<file path="src/rtl/core/assert_macros.svh">
// Assertion macros shared by the core RTL.
// Simulation builds get the property checks; synthesis sees empty bodies.
`ifndef ASSERT_MACROS_SVH
`define ASSERT_MACROS_SVH
`ifndef SYNTHESIS
`define ASSERT_CLK(lbl, clk, rstn, prop) \
    lbl: assert property (@(posedge clk) disable iff (!rstn) prop) \
        else $error("assertion failed");
`define ASSERT_NEVER(lbl, clk, rstn, expr) \
    lbl: assert property (@(posedge clk) disable iff (!rstn) !(expr)) \
        else $error("forbidden condition");
`else
`define ASSERT_CLK(lbl, clk, rstn, prop)
`define ASSERT_NEVER(lbl, clk, rstn, expr)
`endif
`endif

</file>
<file path="src/rtl/core/tsema_pkg.sv">
// Types and constants for the timestamped EMA history core.
// No dependencies; used by tsema_ctrl, tsema_dpath and the top level.
package tsema_pkg;

    localparam int STAMP_W = 32;
    localparam int VALUE_W = 32;
    localparam int GAMMA_W = 17;
    localparam int STAT_W  = 3;
    localparam logic [GAMMA_W-1:0] ONE_Q16 = 17'd65536;

    localparam logic [STAT_W-1:0] ST_OK         = 3'd0;
    localparam logic [STAT_W-1:0] ST_HELD       = 3'd1;
    localparam logic [STAT_W-1:0] ST_NOT_BURNED = 3'd2;
    localparam logic [STAT_W-1:0] ST_RANGE      = 3'd3;
    localparam logic [STAT_W-1:0] ST_STALE      = 3'd4;

    localparam logic [1:0] REG_GAMMA      = 2'd0;
    localparam logic [1:0] REG_HOLD_OFF   = 2'd1;
    localparam logic [1:0] REG_BURN_IN    = 2'd2;
    localparam logic [1:0] REG_CACHE_SPAN = 2'd3;

    typedef enum logic [4:0] {
        S_IDLE,
        S_U_CHECK,
        S_U_NEWEST,
        S_U_MUL_B,
        S_U_ACC_B,
        S_U_WRITE,
        S_U_TRIM_RD,
        S_U_TRIM_CMP,
        S_Q_CHECK,
        S_Q_LOW,
        S_Q_HIGH,
        S_Q_SCAN_RD,
        S_Q_SCAN_CMP,
        S_Q_MUL_LO,
        S_Q_MUL_HI,
        S_Q_ACC_HI,
        S_Q_DIV_INIT,
        S_Q_DIV,
        S_Q_FIX,
        S_FINISH
    } t_state;

    typedef enum logic [1:0] {
        MUL_AVG_G,
        MUL_REW_G,
        MUL_DV_LO,
        MUL_DV_HI
    } t_mul_sel;

    typedef enum logic [1:0] {
        ADDR_NEWEST,
        ADDR_OLDEST,
        ADDR_K
    } t_addr_sel;

    typedef enum logic [1:0] {
        RES_CODE,
        RES_AVG,
        RES_HIT,
        RES_INTERP
    } t_res_sel;

    typedef struct packed {
        logic              latch;
        logic              upd_begin;
        logic              cap_newest;
        logic              mul_en;
        t_mul_sel          mul_sel;
        logic              acc_load;
        logic              acc_add;
        logic              acc_shift;
        logic              write_hist;
        logic              drop_oldest;
        logic              k_clr;
        logic              k_inc;
        logic              lo_cap;
        logic              hi_cap;
        logic              div_init;
        logic              div_step;
        logic              res_set;
        t_res_sel          res_sel;
        logic [STAT_W-1:0] res_status;
        logic              load_out;
        t_addr_sel         addr_sel;
    } t_cmd;

    typedef struct packed {
        logic func;
        logic held;
        logic stale;
        logic burned;
        logic empty;
        logic rd_lt;
        logic rd_eq;
        logic rd_gt;
        logic k_zero;
        logic trim_drop;
        logic div_last;
    } t_status;

endpackage

</file>
<file path="src/rtl/core/tsema_ctrl.sv">
// Controller state machine: sequences updates, queries and result hand-off.
// Depends on tsema_pkg; drives tsema_dpath through t_cmd.
`include "assert_macros.svh"
module tsema_ctrl
    import tsema_pkg::*;
(
    input  logic    i_clk,
    input  logic    i_rst_n,
    input  logic    i_s_axis_tvalid,
    output logic    o_s_axis_tready,
    output logic    o_m_axis_tvalid,
    input  logic    i_m_axis_tready,
    input  t_status i_sts,
    output t_cmd    o_cmd
);

    t_state r_state;
    t_state n_state;
    logic   r_out_valid;
    logic   n_out_valid;
    logic   accept;
    logic   out_free;

    assign accept   = (r_state == S_IDLE) && i_s_axis_tvalid;
    assign out_free = !r_out_valid || i_m_axis_tready;

    always_comb begin
        n_state = r_state;
        case (r_state)
            S_IDLE:       if (i_s_axis_tvalid) n_state = i_sts.func ? S_Q_CHECK : S_U_CHECK;
            S_U_CHECK:    n_state = i_sts.held ? S_FINISH : S_U_NEWEST;
            S_U_NEWEST:   n_state = i_sts.stale ? S_FINISH : S_U_MUL_B;
            S_U_MUL_B:    n_state = S_U_ACC_B;
            S_U_ACC_B:    n_state = S_U_WRITE;
            S_U_WRITE:    n_state = S_U_TRIM_RD;
            S_U_TRIM_RD:  n_state = S_U_TRIM_CMP;
            S_U_TRIM_CMP: n_state = i_sts.trim_drop ? S_U_TRIM_RD : S_FINISH;
            S_Q_CHECK:    n_state = (!i_sts.burned || i_sts.empty) ? S_FINISH : S_Q_LOW;
            S_Q_LOW:      n_state = i_sts.rd_gt ? S_FINISH : S_Q_HIGH;
            S_Q_HIGH:     n_state = i_sts.rd_lt ? S_FINISH : S_Q_SCAN_RD;
            S_Q_SCAN_RD:  n_state = S_Q_SCAN_CMP;
            S_Q_SCAN_CMP: begin
                if (i_sts.rd_lt) begin
                    n_state = S_Q_SCAN_RD;
                end else if (i_sts.rd_eq || i_sts.k_zero) begin
                    n_state = S_FINISH;
                end else begin
                    n_state = S_Q_MUL_LO;
                end
            end
            S_Q_MUL_LO:   n_state = S_Q_MUL_HI;
            S_Q_MUL_HI:   n_state = S_Q_ACC_HI;
            S_Q_ACC_HI:   n_state = S_Q_DIV_INIT;
            S_Q_DIV_INIT: n_state = S_Q_DIV;
            S_Q_DIV:      if (i_sts.div_last) n_state = S_Q_FIX;
            S_Q_FIX:      n_state = S_FINISH;
            S_FINISH:     if (out_free) n_state = S_IDLE;
            default:      n_state = S_IDLE;
        endcase
    end

    always_comb begin
        o_cmd          = '0;
        o_cmd.addr_sel = ADDR_OLDEST;
        o_cmd.mul_sel  = MUL_AVG_G;
        o_cmd.res_sel  = RES_CODE;
        o_cmd.res_status = ST_OK;
        o_cmd.latch    = accept;
        case (r_state)
            S_U_CHECK: begin
                o_cmd.upd_begin  = 1'b1;
                o_cmd.addr_sel   = ADDR_NEWEST;
                o_cmd.res_set    = i_sts.held;
                o_cmd.res_status = ST_HELD;
            end
            S_U_NEWEST: begin
                o_cmd.cap_newest = 1'b1;
                o_cmd.mul_en     = 1'b1;
                o_cmd.mul_sel    = MUL_AVG_G;
                o_cmd.res_set    = i_sts.stale;
                o_cmd.res_status = ST_STALE;
            end
            S_U_MUL_B: begin
                o_cmd.acc_load = 1'b1;
                o_cmd.mul_en   = 1'b1;
                o_cmd.mul_sel  = MUL_REW_G;
            end
            S_U_ACC_B: begin
                o_cmd.acc_add = 1'b1;
            end
            S_U_WRITE: begin
                o_cmd.write_hist = 1'b1;
                o_cmd.res_set    = 1'b1;
                o_cmd.res_sel    = RES_AVG;
            end
            S_U_TRIM_RD: begin
                o_cmd.addr_sel = ADDR_OLDEST;
            end
            S_U_TRIM_CMP: begin
                o_cmd.drop_oldest = i_sts.trim_drop;
            end
            S_Q_CHECK: begin
                o_cmd.addr_sel   = ADDR_OLDEST;
                o_cmd.res_set    = !i_sts.burned || i_sts.empty;
                o_cmd.res_status = i_sts.burned ? ST_RANGE : ST_NOT_BURNED;
            end
            S_Q_LOW: begin
                o_cmd.addr_sel   = ADDR_NEWEST;
                o_cmd.res_set    = i_sts.rd_gt;
                o_cmd.res_status = ST_RANGE;
            end
            S_Q_HIGH: begin
                o_cmd.k_clr      = 1'b1;
                o_cmd.res_set    = i_sts.rd_lt;
                o_cmd.res_status = ST_RANGE;
            end
            S_Q_SCAN_RD: begin
                o_cmd.addr_sel = ADDR_K;
            end
            S_Q_SCAN_CMP: begin
                o_cmd.lo_cap  = i_sts.rd_lt;
                o_cmd.k_inc   = i_sts.rd_lt;
                o_cmd.hi_cap  = !i_sts.rd_lt;
                o_cmd.res_set = !i_sts.rd_lt && (i_sts.rd_eq || i_sts.k_zero);
                o_cmd.res_sel = RES_HIT;
            end
            S_Q_MUL_LO: begin
                o_cmd.mul_en  = 1'b1;
                o_cmd.mul_sel = MUL_DV_LO;
            end
            S_Q_MUL_HI: begin
                o_cmd.acc_load = 1'b1;
                o_cmd.mul_en   = 1'b1;
                o_cmd.mul_sel  = MUL_DV_HI;
            end
            S_Q_ACC_HI: begin
                o_cmd.acc_add   = 1'b1;
                o_cmd.acc_shift = 1'b1;
            end
            S_Q_DIV_INIT: begin
                o_cmd.div_init = 1'b1;
            end
            S_Q_DIV: begin
                o_cmd.div_step = 1'b1;
            end
            S_Q_FIX: begin
                o_cmd.res_set = 1'b1;
                o_cmd.res_sel = RES_INTERP;
            end
            S_FINISH: begin
                o_cmd.load_out = out_free;
            end
            default: begin
                o_cmd.latch = accept;
            end
        endcase
    end

    always_comb begin
        if (o_cmd.load_out) begin
            n_out_valid = 1'b1;
        end else if (i_m_axis_tready) begin
            n_out_valid = 1'b0;
        end else begin
            n_out_valid = r_out_valid;
        end
    end

    always_ff @(posedge i_clk) begin
        if (!i_rst_n) begin
            r_state     <= S_IDLE;
            r_out_valid <= 1'b0;
        end else begin
            r_state     <= n_state;
            r_out_valid <= n_out_valid;
        end
    end

    assign o_s_axis_tready = (r_state == S_IDLE);
    assign o_m_axis_tvalid = r_out_valid;

    `ASSERT_CLK(a_accept_starts, i_clk, i_rst_n, accept |=> (r_state == S_U_CHECK || r_state == S_Q_CHECK))
    `ASSERT_NEVER(a_load_when_full, i_clk, i_rst_n, o_cmd.load_out && r_out_valid && !i_m_axis_tready)
    `ASSERT_CLK(a_load_sets_valid, i_clk, i_rst_n, o_cmd.load_out |=> (o_m_axis_tvalid && r_state == S_IDLE))

endmodule

</file>
<file path="config.mk">
export PLATFORM = sky130hd
export DESIGN_NAME = tsema_ctrl
export DESIGN_NICKNAME = d
export VERILOG_FILES = /design/src/rtl/core/tsema_pkg.sv /design/src/rtl/core/tsema_ctrl.sv
export VERILOG_INCLUDE_DIRS = /design/src /design/src/rtl/core
export SDC_FILE = /design/constraint.sdc
export NUM_CORES = 1
export LEC_CHECK = 0
export ABC_AREA = 1
export BUFFER_PORTS_ARGS = -buffer_cell sky130_fd_sc_hd__buf_2
export CAP_MARGIN = 15
export CORE_MARGIN = 3
export CORE_UTILIZATION = 47
export DETAILED_ROUTE_END_ITERATION = 8
export PLACE_DENSITY_LB_ADDON = 0.25
export SYNTH_ARGS = -nofsm -noshare
export SYNTH_HDL_FRONTEND = slang
export SYNTH_SLANG_ARGS = --single-unit
</file>
<file path="constraint.sdc">
create_clock -name i_clk -period 3.7 [get_ports i_clk]
set_clock_uncertainty 0.15 [all_clocks]
set_input_delay 0.74 -clock i_clk [delete_from_list [all_inputs] [get_ports i_clk]]
set_output_delay 0.74 -clock i_clk [all_outputs]
set_load 0.02 [all_outputs]
</file>
Word-level counts from Yosys, hierarchy flattened

Index checks and enable logic that the tools add are counted.
W data, S select, Z words.

Equal/unequal tests: 22
Multiplexer cells: 33
Reduce and logical (&&, ||, !) cells: 16

Operators by type and width:

| operator             | count |
|---|---|
| $pmux W5 S20         | 1 |
| $mux W5              | 11 |
| $eq A5 B4 Y1 const B | 8 |
| $pmux W3 S4          | 2 |
| $eq A5 B3 Y1 const B | 4 |
| $eq A5 B5 Y1 const B | 4 |
| $mux W1              | 14 |
| $eq A5 B2 Y1 const B | 2 |
| $reduce_or A2 Y1     | 5 |
| $pmux W1 S7          | 1 |
| $ne A2 B2 Y1 const B | 3 |
| $pmux W2 S3          | 1 |
| $eq A5 B1 Y1 const B | 1 |
| $logic_not A5 Y1     | 1 |
| $mux W4              | 1 |
| $pmux W2 S2          | 1 |
| $logic_not A1 Y1     | 3 |
| $logic_or A1 B1 Y1   | 3 |
| $mux W3              | 1 |
| $reduce_and A3 Y1    | 1 |
| $logic_and A1 B1 Y1  | 2 |
| $reduce_bool A2 Y1   | 1 |

Flip-flop bits (word level): 6
Input bits: 15
Output and inout bits: 28
Logic and storage cells: 73

Longest topological paths before layout

Gate-level depths: netlist (run 1).

Depth after elaboration: 4
Mapped depth: 9
Mapped depth without buffers: 9

Least setup slack after synthesis (run 1)

Ideal clock, no wire load.

Path type: input to output
Start: in i_sts[5] in the netlist's numbering
End: out o_cmd[13] in the netlist's numbering
Arrival: 1.328 ns
Required time: 2.810 ns
Path slack: 1.482 ns
Stages on the path: 3
Buffers on the path: 1
Cells stage by stage: inv_1 nor2_1 buf_4

RTL lines:

| item            | line             | text |
|---|---|---|
| start, declared | tsema_ctrl.sv:13 | `input t_status i_sts,` |
| end, declared   | tsema_ctrl.sv:14 | `output t_cmd o_cmd` |

==> results of run 1 <==
cells in the final DEF, fill, tap and decap left out:
cell / count
and2_1: 1
o21a_1: 1
a21oi_1: 7
nand2_2: 3
nand3_2: 1
or4_1: 1
o21ai_1: 1
nand2_4: 1
nor2_1: 24
buf_2: 42
dfxtp_1: 6
clkbuf_4: 3
o21ai_0: 8
nor2_2: 5
inv_2: 6
nand3_1: 10
nor4_1: 1
nand2_1: 36
nand4_1: 1
inv_1: 23
a21oi_2: 1
nor3_1: 2
nor2_4: 3
per-stage QoR:
step	total power (µW)	utilization	instance area, µm²	std cells
after global routing	775	0.702	993	202
after CTS	708	0.702	993	202
final	705	0.702	993	202
after detailed placement	644	0.686	971	199
after floorplan	516	-	764	145
after global placement	641	0.686	971	199
power breakdown:
group / total [µW] / switching (µW) / leakage (µW) / internal (µW)
clock network: 59.6 / 22.9 / 0.0000138 / 36.6
registers: 119 / 35.1 / 0.0000489 / 84.0
logic: 527 / 354 / 0.000596 / 173
layout make-up:
class | instances | area [µm²] | share of cell area
inverter | 29 | 109 | 0.110
timing repair buffer | 42 | 210 | 0.212
sequential | 6 | 120 | 0.121
multi-input combinational | 107 | 513 | 0.516
tap | 15 | 18.8 | 0.0189
clock buffer | 3 | 22.5 | 0.0227
sequential cells by signal, summed over array words and instances (netlist names):
register	count
o_m_axis_tvalid	1
r_state	5
logic make-up (layout without fill, tap and decap cells):
group,after synthesis,in the layout,synth area share
compound gates,18,18,0.126
simple gates,89,89,0.545
buf+inv,32,74,0.172
flops,6,6,0.157
path summary, 6_finish.rpt:
check                                startpoint         end  slack, ns  cells after the start
worst max-delay path                 r_state[0]    o_cmd[3]       1.10                      5
worst min-delay path            o_m_axis_tvalid  r_state[1]       0.44                      4
worst min register to register  o_m_axis_tvalid  r_state[1]       0.44                      4
worst max register to register       r_state[0]  r_state[2]       2.05                      7
metal layers:
layer | vias to the layer above | track usage | share of wire
met5 | - | 0 | 0
met4 | 0 | 0.0795 | 0.014
met3 | 4 | 0.0742 | 0.11
met2 | 64 | 0.327 | 0.43
met1 | 433 | 0.315 | 0.44
li1 | 531 | - | -
worst max-delay path, delay by kind of cell (launching register included):
kind | cells | cell delay (ns)
buffers and inverters | 2 | 0.24
DFF | 1 | 0.48
and+or+nand+nor | 3 | 0.74
==> impl_metrics.toml, run 1 <==
[status]
run_status = "finished, final reports clean"

[cts]
cts.sinks = 6
cts-root-buf = "clkbuf_4"
holdBufCountCts = 0
htreeDepth = 1
cts_tree = "built"
insertion_delay_ns = 0.24
cts_buffers = 3
clk_path_buf_depth = 2
post_cts_resized = 0
postCtsSetupRepairBufs = 0
clk_pin_slew_worst_paths_ns = 0.04

[sta]
post-route-min-period_ns = 2.60
drv_slew = 0
setup_ws_ns = 1.10
rsz0062_at_grt = "false"
tightest_slew_ns = 0.293
fmaxAchievable_mhz = 384
setup_viol = 0
setup_tns_ns = 0
finalHoldViolCount = 0
hold_slack_ns = 0.437
fin_crit_sh = 0.703
slew_headroom = 0.805

[routing]
wl_mm = 2.19
dr.pass1.iters = 5
wl_per_cell_um = 10.8
route.detailed.drc = 0
vias = 1032
drt_iter0_markers = 35
vias_per_cell = 5.11
drt.antenna.violating_nets = 0

[global_route]
grtUsageTotal = 0.228
grt_pass1_vias = 849
grt_max_degree = 9
grt_pass1_wl_mm = 3.51
antenna_found_initial = 0
globalRoute.totalOverflow = 0

[synthesis]
synth.avg_cell_area_um2 = 5.27
netlist.area_leader.share = 0.177
synth_nets = 160
ys_types = 22
ys_top_cells_by_count = "nand2_1, nor2_1, inv_1"
synth_edf_count = 0
yosys.area.top_type = "nand2_1"
synth_area_um2 = 764
yosysSeqAreaShare = 0.157
synth_area_leaders = "nand2_1, dfxtp_1, nor2_1"
synth-seq-cells = 6
synth_ff_type = "dfxtp_1"
synth_most_common_cell = "nand2_1"
syn_inst = 145
ys.warnings.count = 0
synthArstFlopShare = 0

[finish]
num_antenna_cells = 0
syn_to_final_growth_pct = 30.0
num-nets-final = 204
nFillCells = 149
layout-drive-gt1-share = 0.348

[power]
p_per_area_mw_per_mm2 = 710
power.leakage_uw = 0.000659
ir_drop_mv = 0.385

[place]
dpl.hpwl_mm = 1.83
place_congestion = 0.911
pre_cts_ws_ns = 1.32
io_buffers = 42

[floorplanning]
io_pins = 43
coreArea_mm2 = 0.00142
dieArea_mm2 = 0.00215
dieWidth_um = 46.3
row_count = 13
die_h_um = 46.3
initial_core_util = 0.540

[run]
cap_viol_max_count = 0

[critical_path]
start_kind = "register"
setup.worst_path.end_class = "output pin"
path_class = "reg -> out"
crit_required_ns = 2.81
crit_arrival_ns = 1.71
cp_cell_sequence = "inv_2 > nand2_2 > nor2_2 > or4_1 > buf_2"
slowest_delay_ns = 0.51
path_max_fanout = 6
cpMaxStageDelayCell = "or4_1"

[worst_hold_path]
hold_path.class = "reg -> reg"
Power figures use the tool's default switching activity.
==> inputs of run 2 (changes only) <==
--- a/config.mk
+++ b/config.mk
@@ -6,11 +6,11 @@
 export SDC_FILE = /design/constraint.sdc
 export NUM_CORES = 1
 export LEC_CHECK = 0
-export ABC_AREA = 1
+export ABC_AREA = 0
 export BUFFER_PORTS_ARGS = -buffer_cell sky130_fd_sc_hd__buf_2
 export CAP_MARGIN = 15
 export CORE_MARGIN = 3
-export CORE_UTILIZATION = 47
+export CORE_UTILIZATION = 46
 export DETAILED_ROUTE_END_ITERATION = 8
 export PLACE_DENSITY_LB_ADDON = 0.25
 export SYNTH_ARGS = -nofsm -noshare
==> constraint.sdc (replaced) <==
create_clock -name i_clk -period 2.6 [get_ports i_clk]
set_clock_uncertainty 0.15 [all_clocks]
set_input_delay 0.52 -clock i_clk [delete_from_list [all_inputs] [get_ports i_clk]]
set_output_delay 0.52 -clock i_clk [all_outputs]
set_load 0.02 [all_outputs]
==> impl_metrics.toml, run 2 <==
[finish]
nFillCells = 186
layout-drive-gt1-share = 0.345
mostFrequentLayoutCells = "buf_2, nor2_1, nand2_1, a21oi_1"
final-seq-area_um2 = 120
num-nets-final = 191
mostFrequentLayoutCell = "buf_2"
syn_to_final_growth_pct = 23.1
top_register = "r_state"
num_antenna_cells = 0
multi_input_area_um2 = 661
largest_reg_flops = 5
final_core_util = 0.620

[critical_path]
r2r-start = "r_state[2]"
critical_path.most_common_cell = "a21oi_1"
reg2reg_to = "r_state[1]"
slowest_delay_ns = 0.43
path_class = "reg -> out"
cpMaxStageDelayCell = "dfxtp_1"
rrSetupSlack_ns = 0.76
start_kind = "register"
crit_required_ns = 1.93
cp_cell_sequence = "nand2b_1 > or3_1 > a21oi_1 > a21oi_1 > o21ai_1 > buf_2"
worstSetupStartpoint = "r_state[4]"
rr_worst_depth = 6
worst-path-buf-inv = 1
path_max_fanout = 11
cp_top_family = "simple AND/OR/NAND/NOR gates"
crit_arrival_ns = 1.76
setup.worst_path.end_class = "output pin"

[global_route]
antenna_found_initial = 0
globalRoute.totalOverflow = 0
grt_pass1_vias = 1027
grtUsageTotal = 0.236
grt_pass1_wl_mm = 4.69
grt_max_degree = 22

[worst_hold_path]
hp-start = "i_rst_n"
hold_end = "r_state[0]"
min_path_cells = 3
hold_path.class = "in -> reg"

[routing]
wl_per_cell_um = 14.5
vias = 1143
drt.antenna.violating_nets = 0
route.detailed.drc = 0
wl_mm = 2.89
drt_iter0_markers = 53
vias_per_cell = 5.74
dr.pass1.iters = 4

[place]
place_congestion = 0.949
io_buffers = 42
dpl.hpwl_mm = 2.15

[cts]
cts.sinks = 6
cts_tree = "built"
clk_path_buf_depth = 2
cts-root-buf = "clkbuf_4"
htreeDepth = 1
cts_buffers = 3
insertion_delay_ns = 0.26
post_cts_resized = 0
clk_pin_slew_worst_paths_ns = 0.06
holdBufCountCts = 0
postCtsSetupRepairBufs = 0

[floorplanning]
coreArea_mm2 = 0.00178
io_pins = 43
dieWidth_um = 50.2
die_h_um = 50.2
dieArea_mm2 = 0.00252
initial_core_util = 0.504
row_count = 15

[power]
p_per_area_mw_per_mm2 = 1010
power.leakage_uw = 0.000515
report.power.total_uw = 1120
ir_drop_mv = 0.629

[sta]
tightest_slew_ns = 0.418
hold_slack_ns = 0.413
drv_slew = 0
post-route-min-period_ns = 2.43
slew_headroom = 0.721
setup_viol = 0
fin_crit_sh = 0.936
setup_tns_ns = 0
finalHoldViolCount = 0
rsz0062_at_grt = "false"
fmaxAchievable_mhz = 411

[synthesis]
yosysSeqAreaShare = 0.134
synth_xor_xnor_area_share = 0
synth_top_family_by_area = "simple AND/OR/NAND/NOR gates"
synth.avg_cell_area_um2 = 6.46
yosys.area.top_type = "dfxtp_1"
synthAdderAreaFrac = 0
synth-simple-area-share = 0.422
ys_top_cells_by_count = "nor2_1, nand2_1, a21oi_1"
synth_most_common_cell = "nor2_1"
synth_area_um2 = 898
netlist.area_leader.share = 0.134
synthMuxAreaShare = 0.0237
synth_edf_count = 0
ys_types = 43
synth_nets = 154
synth_ff_type = "dfxtp_1"
synth_area_leaders = "dfxtp_1, nor2_1, a21oi_1"
synth-seq-cells = 6
synthArstFlopShare = 0
ys.warnings.count = 0
syn_inst = 139
synth_compound_area_frac = 0.290

[run]
cap_viol_max_count = 0

[status]
run_status = "finished, final reports clean"
==> run 2: worst max-delay path by stage <==
stage	end	slack [ns]	cells after the start
global placement	o_cmd[8]	0.43	7
finish	o_cmd[8]	0.17	6
detailed placement	o_cmd[8]	0.42	7
floorplan	o_cmd[3]	0.06	4
global route	o_cmd[8]	0.05	7
CTS	o_cmd[8]	0.18	6
==> run 2: area by class of cell <==
class	instances	area share
Multi-Input combinational cell	115	0.597
Timing Repair Buffer	47	0.235
Inverter	3	0.0102
Clock buffer	3	0.0204
Tap cell	25	0.0283
Sequential cell	6	0.109
==> run 2: report_power, final <==
group | total, µW | internal, µW | switching (µW) | leakage, µW
sequential | 184 | 120 | 63.8 | 0.0000491
clock | 90.9 | 52.5 | 38.4 | 0.0000138
combinational | 848 | 306 | 542 | 0.000452
==> run 2: per-layer routing <==
metal | GRT usage | wire, µm | vias up
met1 | 0.299 | 1230 | 519
met4 | 0.0553 | 36 | 0
met5 | 0 | 0 | -
met3 | 0.0534 | 224 | 4
met2 | 0.400 | 1400 | 54
li1 | - | - | 566
==> run 2: kinds of logic (layout without fill, tap and decap cells) <==
| kind of cell | Yosys count | count (layout) |
|---|---|---|
| buffers and inverters | 18 | 53 |
| flip-flops | 6 | 6 |
| AO/OA/AOI/OAI | 40 | 40 |
| AND/OR/NAND/NOR | 73 | 73 |
| multiplexers | 2 | 2 |
==> run 2: stage by stage <==
stage	instance area (µm²)	cells	worst slack [ns]
floorplan	898	139	0.0618
global placement	1080	196	0.433
detailed placement	1080	196	0.418
CTS	1110	199	0.179
global route	1110	199	0.0494
finish	1110	199	0.167
==> run 2: worst register-to-register path, delay by kind of cell (launching register included) <==
family / cells / cell delay [ns]
flip-flops: 1 / 0.41
AO/OA/AOI/OAI: 1 / 0.09
AND/OR/NAND/NOR: 4 / 0.86
buffers and inverters: 1 / 0.23
==> inputs of run 3 (changes only) <==
--- a/config.mk
+++ b/config.mk
@@ -10,7 +10,7 @@
 export BUFFER_PORTS_ARGS = -buffer_cell sky130_fd_sc_hd__buf_2
 export CAP_MARGIN = 15
 export CORE_MARGIN = 3
-export CORE_UTILIZATION = 46
+export CORE_UTILIZATION = 41
 export DETAILED_ROUTE_END_ITERATION = 8
 export PLACE_DENSITY_LB_ADDON = 0.25
 export SYNTH_ARGS = -nofsm -noshare
==> constraint.sdc (replaced) <==
create_clock -name i_clk -period 2.13 [get_ports i_clk]
set_clock_uncertainty 0.15 [all_clocks]
set_input_delay 0.426 -clock i_clk [delete_from_list [all_inputs] [get_ports i_clk]]
set_output_delay 0.426 -clock i_clk [all_outputs]
set_load 0.02 [all_outputs]
==> impl_metrics.toml, run 3 (synthesized netlist as in run 2, its figures left out) <==
[finish]
layout-drive-gt1-share = 0.484
mostFrequentLayoutCell = "buf_2"
num_antenna_cells = 0
mostFrequentLayoutCells = "buf_2, nor2_1, buf_4, nand2_1, a21oi_1"
fin_cells = 215
largest_reg_flops = 5
top_register = "r_state"
num-nets-final = 205
syn_to_final_growth_pct = 45.1
stdcell_area_mm2 = 0.00130

[power]
power.leakage_uw = 0.000604
p_per_area_mw_per_mm2 = 1320
ir_drop_mv = 0.796

[critical_path]
crit_arrival_ns = 1.55
slowest_delay_ns = 0.42
path_max_fanout = 6
start_kind = "register"
rrSetupSlack_ns = 0.39
path_class = "reg -> out"
critical_path.most_common_cell = "buf_6"
crit_required_ns = 1.55
cp_cell_sequence = "buf_6 > or3_4 > nor3_4 > and2_4 > buf_6"
cpMaxStageDelayCell = "or3_4"
setup.worst_path.end_class = "output pin"

[cts]
clk_pin_slew_worst_paths_ns = 0.05
cts_buffers = 3
holdBufCountCts = 0
cts.sinks = 6
cts_tree = "built"
insertion_delay_ns = 0.25
cts-root-buf = "clkbuf_4"
htreeDepth = 1
clk_path_buf_depth = 2

[place]
io_buffers = 42
dpl.hpwl_mm = 2.47
place_congestion = 0.909
pre_cts_ws_ns = 0.132
place_area_mm2 = 0.00116
place_inst = 209

[global_route]
antenna_found_initial = 0
grt_max_degree = 16
grt_pass1_vias = 1089
grtUsageTotal = 0.229
grt_pass1_wl_mm = 4.79
globalRoute.totalOverflow = 0

[floorplanning]
row_count = 16
coreArea_mm2 = 0.00202
dieArea_mm2 = 0.00279
die_h_um = 52.8
io_pins = 43
initial_core_util = 0.444
dieWidth_um = 52.8

[status]
run_status = "finished, final reports clean"

[worst_hold_path]
hold_path.class = "in -> reg"

[routing]
route.detailed.drc = 0
vias_per_cell = 6.06
drt.antenna.violating_nets = 0
drt_iter0_markers = 62
vias = 1302
wl_per_cell_um = 15.5
dr.pass1.iters = 4
wl_mm = 3.32

[sta]
setup_ws_ns = 0.00109
rsz0062_at_grt = "true"
finalHoldViolCount = 0
slew_headroom = 0.743
fin_crit_sh = 0.999
post-route-min-period_ns = 2.13
tightest_slew_ns = 0.385
fmaxAchievable_mhz = 470
drv_slew = 0
setup_viol = 0

[run]
cap_viol_max_count = 0
[run 3: changes by cell type in the layout (fill, tap and decap cells not counted), sizes merged]
cell,change
buf,+14
[run 3: critical path: cells and delay by family, from the launching register on]
| family | cells | cell delay [ns] |
|---|---|---|
| buffers and inverters | 2 | 0.22 |
| flip-flops | 1 | 0.36 |
| AND/OR/NAND/NOR | 3 | 0.71 |
[run 3: worst paths after layout]
kind,startpoint,cells past startpoint,endpoint
max,r_state[3],5,o_cmd[25]
max reg2reg,r_state[2],6,r_state[1]
min,i_rst_n,2,r_state[2]
min reg2reg,o_m_axis_tvalid,2,o_m_axis_tvalid
[run 3: through the flow]
stage                     hold WS (ns)  power (µW)  utilization  TNS (ns)
after global placement           0.358        1350        0.575         0
after global routing             0.320        1820        0.645    -0.138
after detailed placement         0.369        1360        0.575         0
final                            0.315        1720        0.645         0
after CTS                        0.307        1520        0.598   -0.0326
after floorplan                  0.382        1020            -         0
[run 3: per-layer routing]
metal  up-vias  track usage  wire, µm
met5         -            0         0
met4         0       0.0894        54
met3         8       0.0541       357
met2        87        0.386      1630
met1       612        0.276      1280
li1        595            -         -
[run 3: report_power, final]
part	switching [µW]	internal [µW]	total, µW
registers	79.8	164	243
clock network	44.7	64.0	109
logic	779	585	1360
total	904	812	1720
[run 3: repair_timing]
| action | CTS | global route |
|---|---|---|
| gates cloned | 0 | 0 |
| buffers inserted | 0 | 3 |
| gates resized for setup | 9 | 22 |
| pin swaps | 0 | 4 |
| hold endpoints to repair | 0 | 0 |
| endpoints found under the setup margin | 9 | 9 |
[run 3: area by class of cell]
| class | instances | area [µm²] |
|---|---|---|
| Sequential cell | 6 | 136 |
| Multi-Input combinational cell | 115 | 719 |
| Tap cell | 27 | 33.8 |
| Clock buffer | 3 | 22.5 |
| Inverter | 3 | 11.3 |
| Timing Repair Buffer | 61 | 380 |
| Fill cell | 189 | 718 |
